<file path="src/design/cfc_pkg.sv">
// Shared types, constants and the CRC-8 step for the CRSF frame checker.
// No dependencies; the datapath, controller, top level and checker import it.
package cfc_pkg;

    localparam int CFC_MAX_FRAME_BYTES = 64;
    localparam int CFC_CMP_W           = 8;
    localparam logic [7:0] CFC_CRC_POLY = 8'hD5;

    // configuration register indexes
    localparam int CFG_IDX_W = 2;
    localparam logic [CFG_IDX_W-1:0] CFG_SYNC_VALUE = 2'd0;
    localparam logic [CFG_IDX_W-1:0] CFG_MIN_LENGTH = 2'd1;
    localparam logic [CFG_IDX_W-1:0] CFG_MAX_LENGTH = 2'd2;

    localparam logic [7:0] CFG_SYNC_RESET = 8'd200;
    localparam logic [5:0] CFG_MIN_RESET  = 6'd2;
    localparam logic [5:0] CFG_MAX_RESET  = 6'd62;

    // result status codes
    typedef enum logic [2:0] {
        ST_OK   = 3'd0,
        ST_SIZE = 3'd1,
        ST_SYNC = 3'd2,
        ST_LEN  = 3'd3,
        ST_CRC  = 3'd4
    } cfc_status_t;

    // controller -> datapath
    typedef struct packed {
        logic write_byte;   // store and count the incoming item
        logic close_burst;  // judge the burst, clear count and CRC
        logic load_single;  // load the one-result answer into the output register
        logic start_read;   // read the first payload byte
        logic load_byte;    // load a payload result, read the next byte if any
    } cfc_cmd_t;

    // datapath -> controller
    typedef struct packed {
        logic single_result; // error or empty payload
        logic last_byte;     // RAM output holds the final payload byte
    } cfc_stat_t;

    // one byte through the MSB-first CRC-8
    function automatic logic [7:0] crc8_feed(input logic [7:0] crc, input logic [7:0] b);
        logic [7:0] v;
        v = crc ^ b;
        for (int k = 0; k < 8; k++)
        begin
            if (v[7])
                v = {v[6:0], 1'b0} ^ CFC_CRC_POLY;
            else
                v = {v[6:0], 1'b0};
        end
        return v;
    endfunction

endpackage

</file>
<file path="src/design/cfc_rx_if.sv">
// Input channel of the CRSF frame checker: one link byte per item.
// Stands alone; no package needed.
interface cfc_rx_if;
    logic       valid;
    logic       ready;
    logic [7:0] rx_byte;
    logic       burst_end;

    modport source (output valid, output rx_byte, output burst_end, input ready);
    modport sink   (input valid, input rx_byte, input burst_end, output ready);
endinterface

</file>
<file path="src/design/cfc_res_if.sv">
// Result channel of the CRSF frame checker: one result item per transfer.
// Stands alone; no package needed.
interface cfc_res_if;
    logic       valid;
    logic       ready;
    logic [2:0] status;
    logic [7:0] frame_type;
    logic [5:0] frame_len;
    logic [7:0] payload_byte;
    logic       byte_valid;
    logic       last;

    modport source (output valid, output status, output frame_type, output frame_len,
                    output payload_byte, output byte_valid, output last, input ready);
    modport sink   (input valid, input status, input frame_type, input frame_len,
                    input payload_byte, input byte_valid, input last, output ready);
endinterface

</file>
<file path="src/design/cfc_ram.sv">
// Generic single-write, single-read RAM with registered read data.
// No dependencies.
module cfc_ram #(
    parameter int WIDTH = 8,
    parameter int DEPTH = 64
) (
    input  logic                     clk,
    input  logic                     we,
    input  logic [$clog2(DEPTH)-1:0] wr_addr,
    input  logic [WIDTH-1:0]         wr_data,
    input  logic                     rd_en,
    input  logic [$clog2(DEPTH)-1:0] rd_addr,
    output logic [WIDTH-1:0]         rd_data
);

    logic [WIDTH-1:0] mem [DEPTH];
    logic [WIDTH-1:0] rd_data_reg;

    always_ff @(posedge clk)
    begin
        if (we)
            mem[wr_addr] <= wr_data;
        if (rd_en)
            rd_data_reg <= mem[rd_addr];
    end

    assign rd_data = rd_data_reg;

endmodule

</file>
<file path="src/design/cfc_datapath.sv">
// Datapath of the CRSF frame checker: config registers, byte count, CRC,
// header bytes, burst checks, frame store and output register.
// Depends on cfc_pkg and cfc_ram.
module cfc_datapath
    import cfc_pkg::*;
#(
    parameter int MAX_FRAME_BYTES = CFC_MAX_FRAME_BYTES
) (
    input  logic                 clk,
    input  logic                 rst_n,
    input  logic                 cfg_we,
    input  logic [CFG_IDX_W-1:0] cfg_index,
    input  logic [7:0]           cfg_data,
    input  logic [7:0]           rx_byte,
    input  cfc_cmd_t             cmd,
    output cfc_stat_t            stat,
    output logic [2:0]           status,
    output logic [7:0]           frame_type,
    output logic [5:0]           frame_len,
    output logic [7:0]           payload_byte,
    output logic                 byte_valid,
    output logic                 last
);

    localparam int CW = $clog2(MAX_FRAME_BYTES + 2);
    localparam int AW = $clog2(MAX_FRAME_BYTES);
    localparam logic [CFC_CMP_W-1:0] MAX_N = CFC_CMP_W'(MAX_FRAME_BYTES);
    localparam logic [AW-1:0] FIRST_PAYLOAD = AW'(3);

    logic [7:0]    sync_reg;
    logic [5:0]    min_reg, max_reg;
    logic [CW-1:0] count_reg, count_next;
    logic [7:0]    crc_reg, crc_next;
    logic [7:0]    byte0_reg, byte1_reg, byte2_reg;
    cfc_status_t   st_reg, st_next;
    logic [5:0]    len_reg;
    logic          single_reg;
    logic [AW-1:0] rd_addr_reg, rd_addr;
    logic          rd_en, ram_we;
    logic [7:0]    ram_q;

    logic [2:0]    status_reg;
    logic [7:0]    type_reg, pbyte_reg;
    logic [5:0]    length_reg;
    logic          bvalid_reg, last_reg;

    logic [CFC_CMP_W-1:0] idx8, n8, len8, min8, max8;
    logic [7:0]           len_sel;

    // --- configuration registers
    always_ff @(posedge clk or negedge rst_n)
    begin
        if (!rst_n)
        begin
            sync_reg <= CFG_SYNC_RESET;
            min_reg  <= CFG_MIN_RESET;
            max_reg  <= CFG_MAX_RESET;
        end
        else if (cfg_we)
        begin
            case (cfg_index)
                CFG_SYNC_VALUE: sync_reg <= cfg_data;
                CFG_MIN_LENGTH: min_reg  <= cfg_data[5:0];
                CFG_MAX_LENGTH: max_reg  <= cfg_data[5:0];
                default: ;
            endcase
        end
    end

    // --- burst size and checks, evaluated on the closing byte
    always_comb
    begin
        idx8    = CFC_CMP_W'(count_reg);
        n8      = (idx8 <= MAX_N) ? idx8 + 8'd1 : idx8;   // saturates at max + 1
        len_sel = (idx8 == 8'd1) ? rx_byte : byte1_reg;
        len8    = len_sel;
        min8    = CFC_CMP_W'(min_reg);
        max8    = CFC_CMP_W'(max_reg);

        if (n8 < min8 + 8'd2 || n8 > max8 + 8'd2 || n8 > MAX_N)
            st_next = ST_SIZE;
        else if (byte0_reg != sync_reg)
            st_next = ST_SYNC;
        else if (len8 != n8 - 8'd2 || len8 < min8 || len8 > max8 || len8 < 8'd2)
            st_next = ST_LEN;
        else if (crc_reg != rx_byte)     // crc_reg is the value before this byte
            st_next = ST_CRC;
        else
            st_next = ST_OK;

        count_next = count_reg;
        crc_next   = crc_reg;
        if (cmd.close_burst)
        begin
            count_next = '0;
            crc_next   = '0;
        end
        else if (cmd.write_byte)
        begin
            count_next = CW'(n8);
            if (idx8 >= 8'd2)
                crc_next = crc8_feed(crc_reg, rx_byte);
        end
    end

    always_ff @(posedge clk or negedge rst_n)
    begin
        if (!rst_n)
        begin
            count_reg <= '0;
            crc_reg   <= '0;
        end
        else
        begin
            count_reg <= count_next;
            crc_reg   <= crc_next;
        end
    end

    // header bytes and verdict
    always_ff @(posedge clk)
    begin
        if (cmd.write_byte)
        begin
            if (idx8 == 8'd0) byte0_reg <= rx_byte;
            if (idx8 == 8'd1) byte1_reg <= rx_byte;
            if (idx8 == 8'd2) byte2_reg <= rx_byte;
        end
        if (cmd.close_burst)
        begin
            st_reg     <= st_next;
            len_reg    <= len_sel[5:0];
            single_reg <= (st_next != ST_OK) || (len8 == 8'd2);
        end
    end

    // --- frame store
    assign ram_we  = cmd.write_byte && (idx8 < MAX_N);
    assign rd_en   = cmd.start_read || (cmd.load_byte && !stat.last_byte);
    assign rd_addr = cmd.start_read ? FIRST_PAYLOAD : rd_addr_reg + AW'(1);

    always_ff @(posedge clk)
    begin
        if (rd_en)
            rd_addr_reg <= rd_addr;
    end

    cfc_ram #(
        .WIDTH (8),
        .DEPTH (MAX_FRAME_BYTES)
    ) u_store (
        .clk     (clk),
        .we      (ram_we),
        .wr_addr (count_reg[AW-1:0]),
        .wr_data (rx_byte),
        .rd_en   (rd_en),
        .rd_addr (rd_addr),
        .rd_data (ram_q)
    );

    assign stat.single_result = single_reg;
    assign stat.last_byte     = (CFC_CMP_W'(rd_addr_reg) == CFC_CMP_W'(len_reg));

    // --- output register
    always_ff @(posedge clk)
    begin
        if (cmd.load_single)
        begin
            status_reg <= st_reg;
            type_reg   <= (st_reg == ST_OK) ? byte2_reg : 8'd0;
            length_reg <= (st_reg == ST_OK) ? len_reg : 6'd0;
            pbyte_reg  <= 8'd0;
            bvalid_reg <= 1'b0;
            last_reg   <= 1'b1;
        end
        else if (cmd.load_byte)
        begin
            status_reg <= ST_OK;
            type_reg   <= byte2_reg;
            length_reg <= len_reg;
            pbyte_reg  <= ram_q;
            bvalid_reg <= 1'b1;
            last_reg   <= stat.last_byte;
        end
    end

    assign status       = status_reg;
    assign frame_type   = type_reg;
    assign frame_len    = length_reg;
    assign payload_byte = pbyte_reg;
    assign byte_valid   = bvalid_reg;
    assign last         = last_reg;

endmodule

</file>
<file path="src/design/cfc_ctrl.sv">
// Controller of the CRSF frame checker: input handshake, result sequencing
// and the output register's valid flag. Depends on cfc_pkg.
module cfc_ctrl
    import cfc_pkg::*;
(
    input  logic      clk,
    input  logic      rst_n,
    input  logic      rx_valid,
    input  logic      rx_burst_end,
    output logic      rx_ready,
    output logic      res_valid,
    input  logic      res_ready,
    output cfc_cmd_t  cmd,
    input  cfc_stat_t stat
);

    typedef enum logic [2:0] {
        S_IDLE  = 3'b001,
        S_CHECK = 3'b010,
        S_FETCH = 3'b100
    } state_t;

    state_t state_reg, state_next;
    logic   valid_reg, valid_next;
    logic   out_free, load;

    assign out_free = !valid_reg || res_ready;

    always_comb
    begin
        state_next = state_reg;
        cmd        = '0;
        rx_ready   = 1'b0;
        case (state_reg)
            S_IDLE:
            begin
                rx_ready       = 1'b1;
                cmd.write_byte = rx_valid;
                if (rx_valid && rx_burst_end)
                begin
                    cmd.close_burst = 1'b1;
                    state_next      = S_CHECK;
                end
            end
            S_CHECK:
            begin
                if (stat.single_result)
                begin
                    if (out_free)
                    begin
                        cmd.load_single = 1'b1;
                        state_next      = S_IDLE;
                    end
                end
                else
                begin
                    cmd.start_read = 1'b1;
                    state_next     = S_FETCH;
                end
            end
            S_FETCH:
            begin
                if (out_free)
                begin
                    cmd.load_byte = 1'b1;
                    if (stat.last_byte)
                        state_next = S_IDLE;
                end
            end
            default: state_next = S_IDLE;
        endcase
    end

    assign load = cmd.load_single || cmd.load_byte;

    always_comb
    begin
        valid_next = valid_reg;
        if (valid_reg && res_ready)
            valid_next = 1'b0;
        if (load)
            valid_next = 1'b1;
    end

    always_ff @(posedge clk or negedge rst_n)
    begin
        if (!rst_n)
        begin
            state_reg <= S_IDLE;
            valid_reg <= 1'b0;
        end
        else
        begin
            state_reg <= state_next;
            valid_reg <= valid_next;
        end
    end

    assign res_valid = valid_reg;

endmodule

</file>
<file path="src/design/crsf_frame_checker_top.sv">
// CRSF frame checker, top level. Bytes are taken one per cycle while no
// verdict is being handled and no result run is being read out. An error or
// empty-frame result goes from the registered verdict to the output register
// once that is free; for a payload run the first byte is read from the store,
// then payload results follow one per cycle while the sink keeps up.
// Reset (rst_n, async, low): count, CRC, control and config registers reset.
module crsf_frame_checker_top
    import cfc_pkg::*;
#(
    parameter int MAX_FRAME_BYTES = CFC_MAX_FRAME_BYTES
) (
    input  logic                 clk,
    input  logic                 rst_n,
    // configuration write port
    input  logic                 cfg_we,
    input  logic [CFG_IDX_W-1:0] cfg_index,
    input  logic [7:0]           cfg_data,
    // byte items in, result items out
    cfc_rx_if.sink               rx,
    cfc_res_if.source            result
);

    // Operation:
    //  * Each accepted byte is written to the frame store at the current count
    //    if below the store size; bytes 0..2 also go to registers (sync,
    //    length, type), and from byte 2 on the CRC-8 (poly 0xD5, init 0) advances.
    //  * The count saturates one past the store size so oversize bursts are
    //    caught by the size check.
    //  * On the byte flagged as burst end the checks run combinationally:
    //    size, sync, length, then CRC against the byte itself. The verdict
    //    is registered and count/CRC are cleared, dropping the burst.
    //  * An error or an empty payload gives one result. Otherwise payload
    //    bytes 3..length are read from the store and sent as a run, one
    //    per cycle while the sink keeps up.
    //  * The output register lets a new burst begin while the final result
    //    of the previous run still waits.

    cfc_cmd_t  cmd;
    cfc_stat_t stat;

    cfc_ctrl u_ctrl (
        .clk          (clk),
        .rst_n        (rst_n),
        .rx_valid     (rx.valid),
        .rx_burst_end (rx.burst_end),
        .rx_ready     (rx.ready),
        .res_valid    (result.valid),
        .res_ready    (result.ready),
        .cmd          (cmd),
        .stat         (stat)
    );

    cfc_datapath #(
        .MAX_FRAME_BYTES (MAX_FRAME_BYTES)
    ) u_dp (
        .clk          (clk),
        .rst_n        (rst_n),
        .cfg_we       (cfg_we),
        .cfg_index    (cfg_index),
        .cfg_data     (cfg_data),
        .rx_byte      (rx.rx_byte),
        .cmd          (cmd),
        .stat         (stat),
        .status       (result.status),
        .frame_type   (result.frame_type),
        .frame_len    (result.frame_len),
        .payload_byte (result.payload_byte),
        .byte_valid   (result.byte_valid),
        .last         (result.last)
    );

endmodule

</file>
<file path="src/flat_wrapper.sv">
// flat-port wrapper written by rule: the top's interface ports become plain ports
module crsf_frame_checker_top_flat import cfc_pkg::*;
#(
    parameter int MAX_FRAME_BYTES = CFC_MAX_FRAME_BYTES
)
  (clk, rst_n, cfg_we, cfg_index, cfg_data, rx_valid, rx_rx_byte, rx_burst_end, rx_ready, result_valid, result_status, result_frame_type, result_frame_len, result_payload_byte, result_byte_valid, result_last, result_ready);
  cfc_rx_if rx_i ();
  cfc_res_if result_i ();
  input  logic clk;
  input  logic rst_n;
  input  logic cfg_we;
  input  logic [CFG_IDX_W-1:0] cfg_index;
  input  logic [7:0] cfg_data;
  input wire logic [$bits(rx_i.valid)-1:0] rx_valid;
  input wire logic [$bits(rx_i.rx_byte)-1:0] rx_rx_byte;
  input wire logic [$bits(rx_i.burst_end)-1:0] rx_burst_end;
  output wire logic [$bits(rx_i.ready)-1:0] rx_ready;
  output wire logic [$bits(result_i.valid)-1:0] result_valid;
  output wire logic [$bits(result_i.status)-1:0] result_status;
  output wire logic [$bits(result_i.frame_type)-1:0] result_frame_type;
  output wire logic [$bits(result_i.frame_len)-1:0] result_frame_len;
  output wire logic [$bits(result_i.payload_byte)-1:0] result_payload_byte;
  output wire logic [$bits(result_i.byte_valid)-1:0] result_byte_valid;
  output wire logic [$bits(result_i.last)-1:0] result_last;
  input wire logic [$bits(result_i.ready)-1:0] result_ready;
  assign rx_i.valid = rx_valid;
  assign rx_i.rx_byte = rx_rx_byte;
  assign rx_i.burst_end = rx_burst_end;
  assign rx_ready = rx_i.ready;
  assign result_valid = result_i.valid;
  assign result_status = result_i.status;
  assign result_frame_type = result_i.frame_type;
  assign result_frame_len = result_i.frame_len;
  assign result_payload_byte = result_i.payload_byte;
  assign result_byte_valid = result_i.byte_valid;
  assign result_last = result_i.last;
  assign result_i.ready = result_ready;
  crsf_frame_checker_top #(.MAX_FRAME_BYTES(MAX_FRAME_BYTES)) u_core (.clk(clk), .rst_n(rst_n), .cfg_we(cfg_we), .cfg_index(cfg_index), .cfg_data(cfg_data), .rx(rx_i), .result(result_i));
endmodule
</file>
<file path="config.mk">
export PLATFORM = sky130hd
export DESIGN_NAME = crsf_frame_checker_top_flat
export DESIGN_NICKNAME = d
export VERILOG_FILES = /design/src/design/cfc_pkg.sv /design/src/design/cfc_rx_if.sv /design/src/design/cfc_res_if.sv /design/src/design/cfc_ram.sv /design/src/design/cfc_datapath.sv /design/src/design/cfc_ctrl.sv /design/src/design/crsf_frame_checker_top.sv /design/src/flat_wrapper.sv
export SDC_FILE = /design/constraint.sdc
export NUM_CORES = 1
export LEC_CHECK = 0
export ABC_AREA = 1
export ABC_CLOCK_PERIOD_IN_PS = 4800
export BUFFER_PORTS_ARGS = -buffer_cell sky130_fd_sc_hd__buf_2
export CAP_MARGIN = 30
export CORE_MARGIN = 2
export CORE_UTILIZATION = 30
export CTS_CLUSTER_DIAMETER = 80
export DETAILED_ROUTE_END_ITERATION = 16
export PLACE_DENSITY_LB_ADDON = 0.25
export SYNTH_ARGS = -nofsm -noshare
export SYNTH_HDL_FRONTEND = slang
export SYNTH_HIERARCHICAL = 1
export SYNTH_SLANG_ARGS = --single-unit
export TNS_END_PERCENT = 30
</file>
<file path="constraint.sdc">
create_clock -name clk -period 4.8 [get_ports clk]
set_input_delay 0.48 -clock clk [delete_from_list [all_inputs] [get_ports clk]]
set_output_delay 0.48 -clock clk [all_outputs]
set_load 0.1 [all_outputs]
</file>
======== Word-level counts from Yosys, hierarchy flattened ========
Memory sizes are Yosys's and may differ from the RTL's. A register that Yosys moved wholly into a read port is not among the register bits.
Index checks and enable logic that the tools add are counted.
cells by class
  $add $sub $neg .......................... 5
  bitwise operators ....................... 9
  mux-type cells .......................... 67
  reductions and logical operators ........ 30
  equality and inequality tests ........... 16
  $lt $le $gt $ge ......................... 9
operator list
  cell                                                                          count
  8-bit 2-to-1 mux                                                              37
  5-bit NOT                                                                     8
  3-bit 2-to-1 mux                                                              11
  6-bit 2-to-1 mux                                                              4
  8-bit != test                                                                 3
  6-bit by 2-bit adder with 7-bit output, second input constant                 2
  7-bit 2-to-1 mux                                                              2
  2-bit AND reduction                                                           6
  1-bit 2-to-1 mux                                                              10
  1-bit logical OR                                                              9
  3-bit case mux with 3 select lines                                            1
  7-bit by 1-bit adder with 8-bit output, second input constant                 1
  8-bit by 2-bit == test with 1-bit output, second input constant               1
  8-bit by 6-bit > comparator with 1-bit output                                 1
  8-bit by 7-bit > comparator with 1-bit output                                 1
  8-bit by 7-bit > comparator with 1-bit output, second input constant          1
  8-bit zero test                                                               1
  8-bit by 2-bit less-than comparator with 1-bit output, second input constant  1
  8-bit by 6-bit less-than comparator with 1-bit output                         1
  8-bit by 7-bit less-than comparator with 1-bit output                         1
  2-bit nonzero test                                                            4
  8-bit by 2-bit subtractor with 8-bit output, second input constant            1
  8-bit bitwise XOR                                                             1
  7-bit by 1-bit == test with 1-bit output, second input constant               1
  other kinds (20)                                                              27
word-level totals
  register bits after elaboration ......... 106
  output and inout port bits .............. 29
  bits in writable memories ............... 512
  memories ................................ 1
  input port bits ......................... 24
  word-level logic and storage cells ...... 157
memory list
  name                     words  bits a word  read ports  clocked after Yosys merged registers in  wr ports  RTL line       source
  u_core.u_dp.u_store.mem  64     8            1           1                                        1         cfc_ram.sv:16  logic [WIDTH-1:0] mem [DEPTH];

======== Logic depth before layout (Yosys ltp) ========
  depth in word-level cells ............... 41
  depth in mapped cells ................... 24
  mapped depth without buffers ............ 24

======== By module ========
The synthesis kept the hierarchy.
by module, submodules not included
  module        times used  sequential area each (sq um)  area each (sq um)  cells each
  cfc_ram       1           15615.0                       21419.3            1805
  cfc_datapath  1           2798.9                        5844.4             654
  cfc_ctrl      1           101.3                         262.8              41

======== Worst setup path after synthesis ========
Ideal clock, no wire load.
  kind .................................... register -> register
  start point ............................. reg u_core.u_ctrl.state_reg[0]
  end point ............................... mem u_core.u_dp.u_store.mem[48][0] (enable)
  cell stages (with the launch flop) ...... 8
  arrival time ............................ 2.747 ns
  setup time .............................. 0.395 ns
  buffers on the path ..................... 1
  required time ........................... 4.405 ns
  clock period less this slack ............ 3.142 ns
  setup slack ............................. 1.658 ns
  cell sequence ........................... dfstp_2 > nand3_2 > nor2_1 > inv_1 > nor2_1 > clkbuf_1 > nand4_1 > nor4_1
RTL lines
  item                    RTL line        source
  start, declared         cfc_ctrl.sv:23  state_t state_reg, state_next;
  start signal, assigned  cfc_ctrl.sv:94  state_reg <= state_next;
  end, declared           cfc_ram.sv:16

======== Final worst setup path ========
  start point ............................. reg u_core.u_dp.count_reg[1]
  end point ............................... reg u_core.u_dp.single_reg, data pin
on the way
  elaborated cells between the ends (all ways) .. 24
  those cells by class .................... add/sub: 2; order compare: 7; eq/ne: 3; mux: 5; reduce/logical: 7
RTL lines
  item                                                                                           RTL line             source
  start, declared                                                                                cfc_datapath.sv:32   logic [CW-1:0] count_reg, count_next;
  start signal, assigned                                                                         cfc_datapath.sv:115  count_reg <= count_next;
  7-bit by 1-bit == test with 1-bit output (*)                                                   cfc_datapath.sv:75   len_sel = (idx8 == 8'd1) ? rx_byte : byte1_reg;
  8-bit 2-to-1 mux (*)                                                                           -
  net u_core.u_dp.len8[3]                                                                        cfc_datapath.sv:47   logic [CFC_CMP_W-1:0] idx8, n8, len8, min8, max8;
  8-bit by 6-bit less-than comparator with 1-bit output / 8-bit != test (equally long branches)  cfc_datapath.sv:84   else if (len8 != n8 - 8'd2 || len8 < min8 || len8 > max8 || len8 < 8'd2)
  1-bit logical OR (2 in series)                                                                 cfc_datapath.sv:84
  1-bit logical OR (*)                                                                           cfc_datapath.sv:84
  3-bit 2-to-1 mux (*)                                                                           cfc_datapath.sv:84
  3-bit 2-to-1 mux (*)                                                                           cfc_datapath.sv:82   else if (byte0_reg != sync_reg)
  3-bit 2-to-1 mux (*)                                                                           cfc_datapath.sv:80   if (n8 < min8 + 8'd2 || n8 > max8 + 8'd2 || n8 > MAX_N)
  net u_core.u_dp.st_next[0]                                                                     cfc_datapath.sv:35   cfc_status_t st_reg, st_next;
  3-bit nonzero test (*)                                                                         cfc_datapath.sv:133  single_reg <= (st_next != ST_OK) || (len8 == 8'd2);
  1-bit logical OR (*)                                                                           cfc_datapath.sv:133
  end signal, assigned                                                                           cfc_datapath.sv:133
  end, declared                                                                                  cfc_datapath.sv:37   logic single_reg;
The timed path passes the listed nets; every way through them passes the cells marked *.
A chain may end at the register's enable or synchronous reset.

==> metrics.md <==
| Metric | Value |
|---|---|
| Status | finished clean |
| Max_cap viols | 0 |
| Register area share after synthesis | about two thirds |
| Sequential Area | 18500 sq um |
| Rel. slew slack | 31.0% |
| Hold Path Class | in2reg |
| Count of input and output buffers | 52 |
| Crit Path Class | reg2reg |
| First-pass GRT wire length | 116000 um |
| Post-synth cell types | 53 |
| Max Buffers Root-to-Sink | 3 |
| I/O pin cnt | 53 |
| Largest net degree at the start of global routing | 221 |
| Area of the multi-input gates | 7700 sq um |
| Core area | approximately 91000 sq um |
| Die H | 307 um |
| Gr ovfl total | 0 |
| Critical path's top delay family | simple AND/OR/NAND/NOR gates |
| Final worst-path setup slack | 1260 ps |
| Worst-margin pin slew | a little over 1000 ps |
| Mapped Area | 27500 sq um |
| VDD IR max | 0.280 mV |
| Data arrival, critical path | 3880 ps |
| Vias in the first global route | 19.2k |
| Dpl hpwl | 48900 um |
| Top cell by count, worst path | nand2_1 |
| Clock-pin slew on the worst setup and hold paths | 60 ps |
| Vias | 18.6k |
| Cell taking the most area after synthesis | edfxtp_1 |
| Period minus WS final | 3540 ps |
| Leading cell type in the layout, fill and taps excluded | nand2_1 |
| Max stage delay on crit path | 740 ps |
| Setup violators final | 0 |
| Mean Syn Cell Area | about 11 sq um |
| Max FFs per register | 512 |
| Layout Nets | between 2k and 3k |
| Placed insts | 3714 |
| Ys flop type | edfxtp_1 |
| Pre-CTS WS | between 1000 and 1500 ps |
| Skew-Pair Late Insertion Delay | 610 ps |
| # DRC | 0 |
| Ys async rst share | 6.23% |
| WP buf/inv | 3 |
| RSZ-0062 raised after global routing | no |
| Pwr dens | 493 nW/um^2 |
| Router iterations before antenna repair | 5 |
| Largest register by flop count | u_core/u_dp/u_store/mem |
| Critical path peak fanout | 15 |
| Crit end category | flip-flop |
| Clk_skew | 28.6 ps |
| Fin Setup TNS | 0 ps |
| Fmax | 283 MHz |
| Final Max Tran Viols | 0 |
| CP required | ~5200 ps |
| Most frequent cells in the layout | nand2_1, edfxtp_1, nand3_1 |
| Final hold vios | 0 |
| CTS tree | built |
| Critical Path, Cell by Cell | inv_1 -> ha_1 -> inv_1 -> nor2_4 -> nand3_4 -> nand2_1 -> nand2_1 -> ha_1 -> nand2_1 -> inv_1 -> nand2_1 -> nand2_1 -> nand2_1 -> nand2_1 -> nand2_1 -> nand4_1 -> nor2_1 -> nand4_1 -> nor2_2 -> nand2_1 -> nand2_1 -> nand2_1 -> nor2_1 -> nand2_1 |
| Post-Syn Instances | about 2.5k |
| Starting Density | 30.2% |
| Synthesized Nets | 2556 |
| Largest cells by area after synthesis | edfxtp_1, nand2_1, nand3_1 |
| Die width | 307 um |
| Yosys warnings | 6 |
| Clk root buf | clkbuf_16 |
| Post-synth EDFFs | 577 |
| Slowest cell on crit path | dfrtp_1 |
| Area grow syn2layout | 15.1% |
| Site Rows | 111 |
| Critical Path Source Type | flip-flop |
| Clock sinks | 626 |
| Share of the synthesized area in the top cell type | between 60% and 70% |
| Final Cycle Share | 73.7% |
| Die ar. | 94200 sq um |
| Antenna violations before repair | 1 |
| Seq cells post-synth | roughly 630 |
| Non-filler cells in the finished layout | 3840 |
| Leakage | 12.1 nW |
| Vias per cell | 4.86 |
| Total GRT Usage | 16.2% |
| Final ANT Viol Nets | 0 |
| H-tree depth | 3 |
| Antenna diode instance count | 0 |
| GP Congestion | 0.883 |
| Filler cells | 8937 |
| Drt total wl | 76600 um |
| Layout cells sized above 1 | between 10% and 20% |
| Initial DRC Count | 1712 |
| Detailed-route wire length per cell | 20.0 um |
| Num CTS Buffers | 68 |
==> where the power goes <==
group	switching (mW)	total [mW]	leakage [nW]	internal [mW]
Sequential	0.209	6.50	5.76	6.29
Clock	2.18	5.62	1.18	3.43
Combinational	2.47	3.49	5.19	1.01
Total	4.87	15.6	12.1	10.7
==> metal layers <==
layer	vias to the layer above	part of all wire [%]	GRT usage [%]
li1	8814	-	-
met1	9166	43	21.1
met2	544	50	28.0
met3	123	4.7	1.95
met4	0	2.6	5.70
met5	-	0	0
==> area by class of cell <==
type                       count  area share, %
inverter                     119           1.44
clock inverter                43           1.82
timing repair buffer         153           3.52
clock buffer                  82           5.77
tap                         1186           4.68
sequential                   626           58.4
multi-input combinational   1631           24.3
==> final timing paths <==
kind                       slack (ps)                     start                          to  cells after the start
max                              1260  u_core/u_dp/count_reg[1]      u_core/u_dp/single_reg                     24
min                               120               cfg_data[7]     u_core/u_dp/sync_reg[7]                      2
max reg2reg                      1260  u_core/u_dp/count_reg[1]      u_core/u_dp/single_reg                     24
min reg2reg                       470    u_core/u_dp/byte_valid      u_core/u_dp/byte_valid                      2
max in group asynchronous        4030                     rst_n     u_core/u_dp/sync_reg[3]                      3
min in group asynchronous         260                     rst_n  u_core/u_ctrl/state_reg[1]                      2
==> what timing repair did <==
action / in CTS / in global routing
setup buffers: 0 / 0
resized for setup: 0 / 0
hold buffers: 1 / 0
endpoints found under the hold margin: 30 / 0
==> stage by stage <==
step           area [sq um]  total power [mW]  hold slack, ps  util (%)
3_3_place_gp          29200              10.0             452      32.0
2_1_floorplan         27500              9.15             184         -
6_report              31700              15.6             120      34.7
5_1_grt               31700              16.3             114      34.7
3_5_place_dp          29300              10.1             328      32.1
4_1_cts               31700              15.7            87.3      34.7
==> synthesized netlist by cell type, types with 5 or more instances <==
library cell and n:
buf_2 37, or2_2 5, buf_4 17, dfxtp_1 10, nand3_1 477, buf_6 37
o21ai_0 37, edfxtp_1 577, xnor2_1 13, nor4_1 9, a21oi_1 12, nor3_1 8
xor2_1 17, clkbuf_1 21, nand2_2 8, inv_1 108, o21ai_1 5, nor2_2 6
nand2_4 6, dfstp_2 10, buf_1 10, nand4_1 24, nand2_1 807, inv_2 6
ha_1 32, nand3_2 6, o22ai_1 6, dfrtp_1 29, nor2_1 124
==> worst reg2reg max path, cell delays in order, from the launching register on <==
cell and delay, ps:
dfrtp_1 740, inv_1 190, ha_1 220, inv_1 90, nor2_4 70, nand3_4 150, nand2_1 70, nand2_1 280
ha_1 330, nand2_1 60, inv_1 50, nand2_1 60, nand2_1 40, nand2_1 50, nand2_1 50, nand2_1 80
nand4_1 80, nor2_1 90, nand4_1 90, nor2_2 140, nand2_1 60, nand2_1 60, nand2_1 70, nor2_1 110
nand2_1 50
==> cells by family after synthesis <==
kind of cell               Yosys count  share of synthesized area [%]
AOI/OAI and AO/OA                   71                           1.43
xor gates and xnor gates            35                           1.30
adders and majority gates           32                           1.45
buffers and inverters              243                           4.83
DFF                                626                           67.3
muxes                                1                         0.0409
and+or+nand+nor                   1492                           23.7
Note: power is estimated with default switching activity, not from simulation.
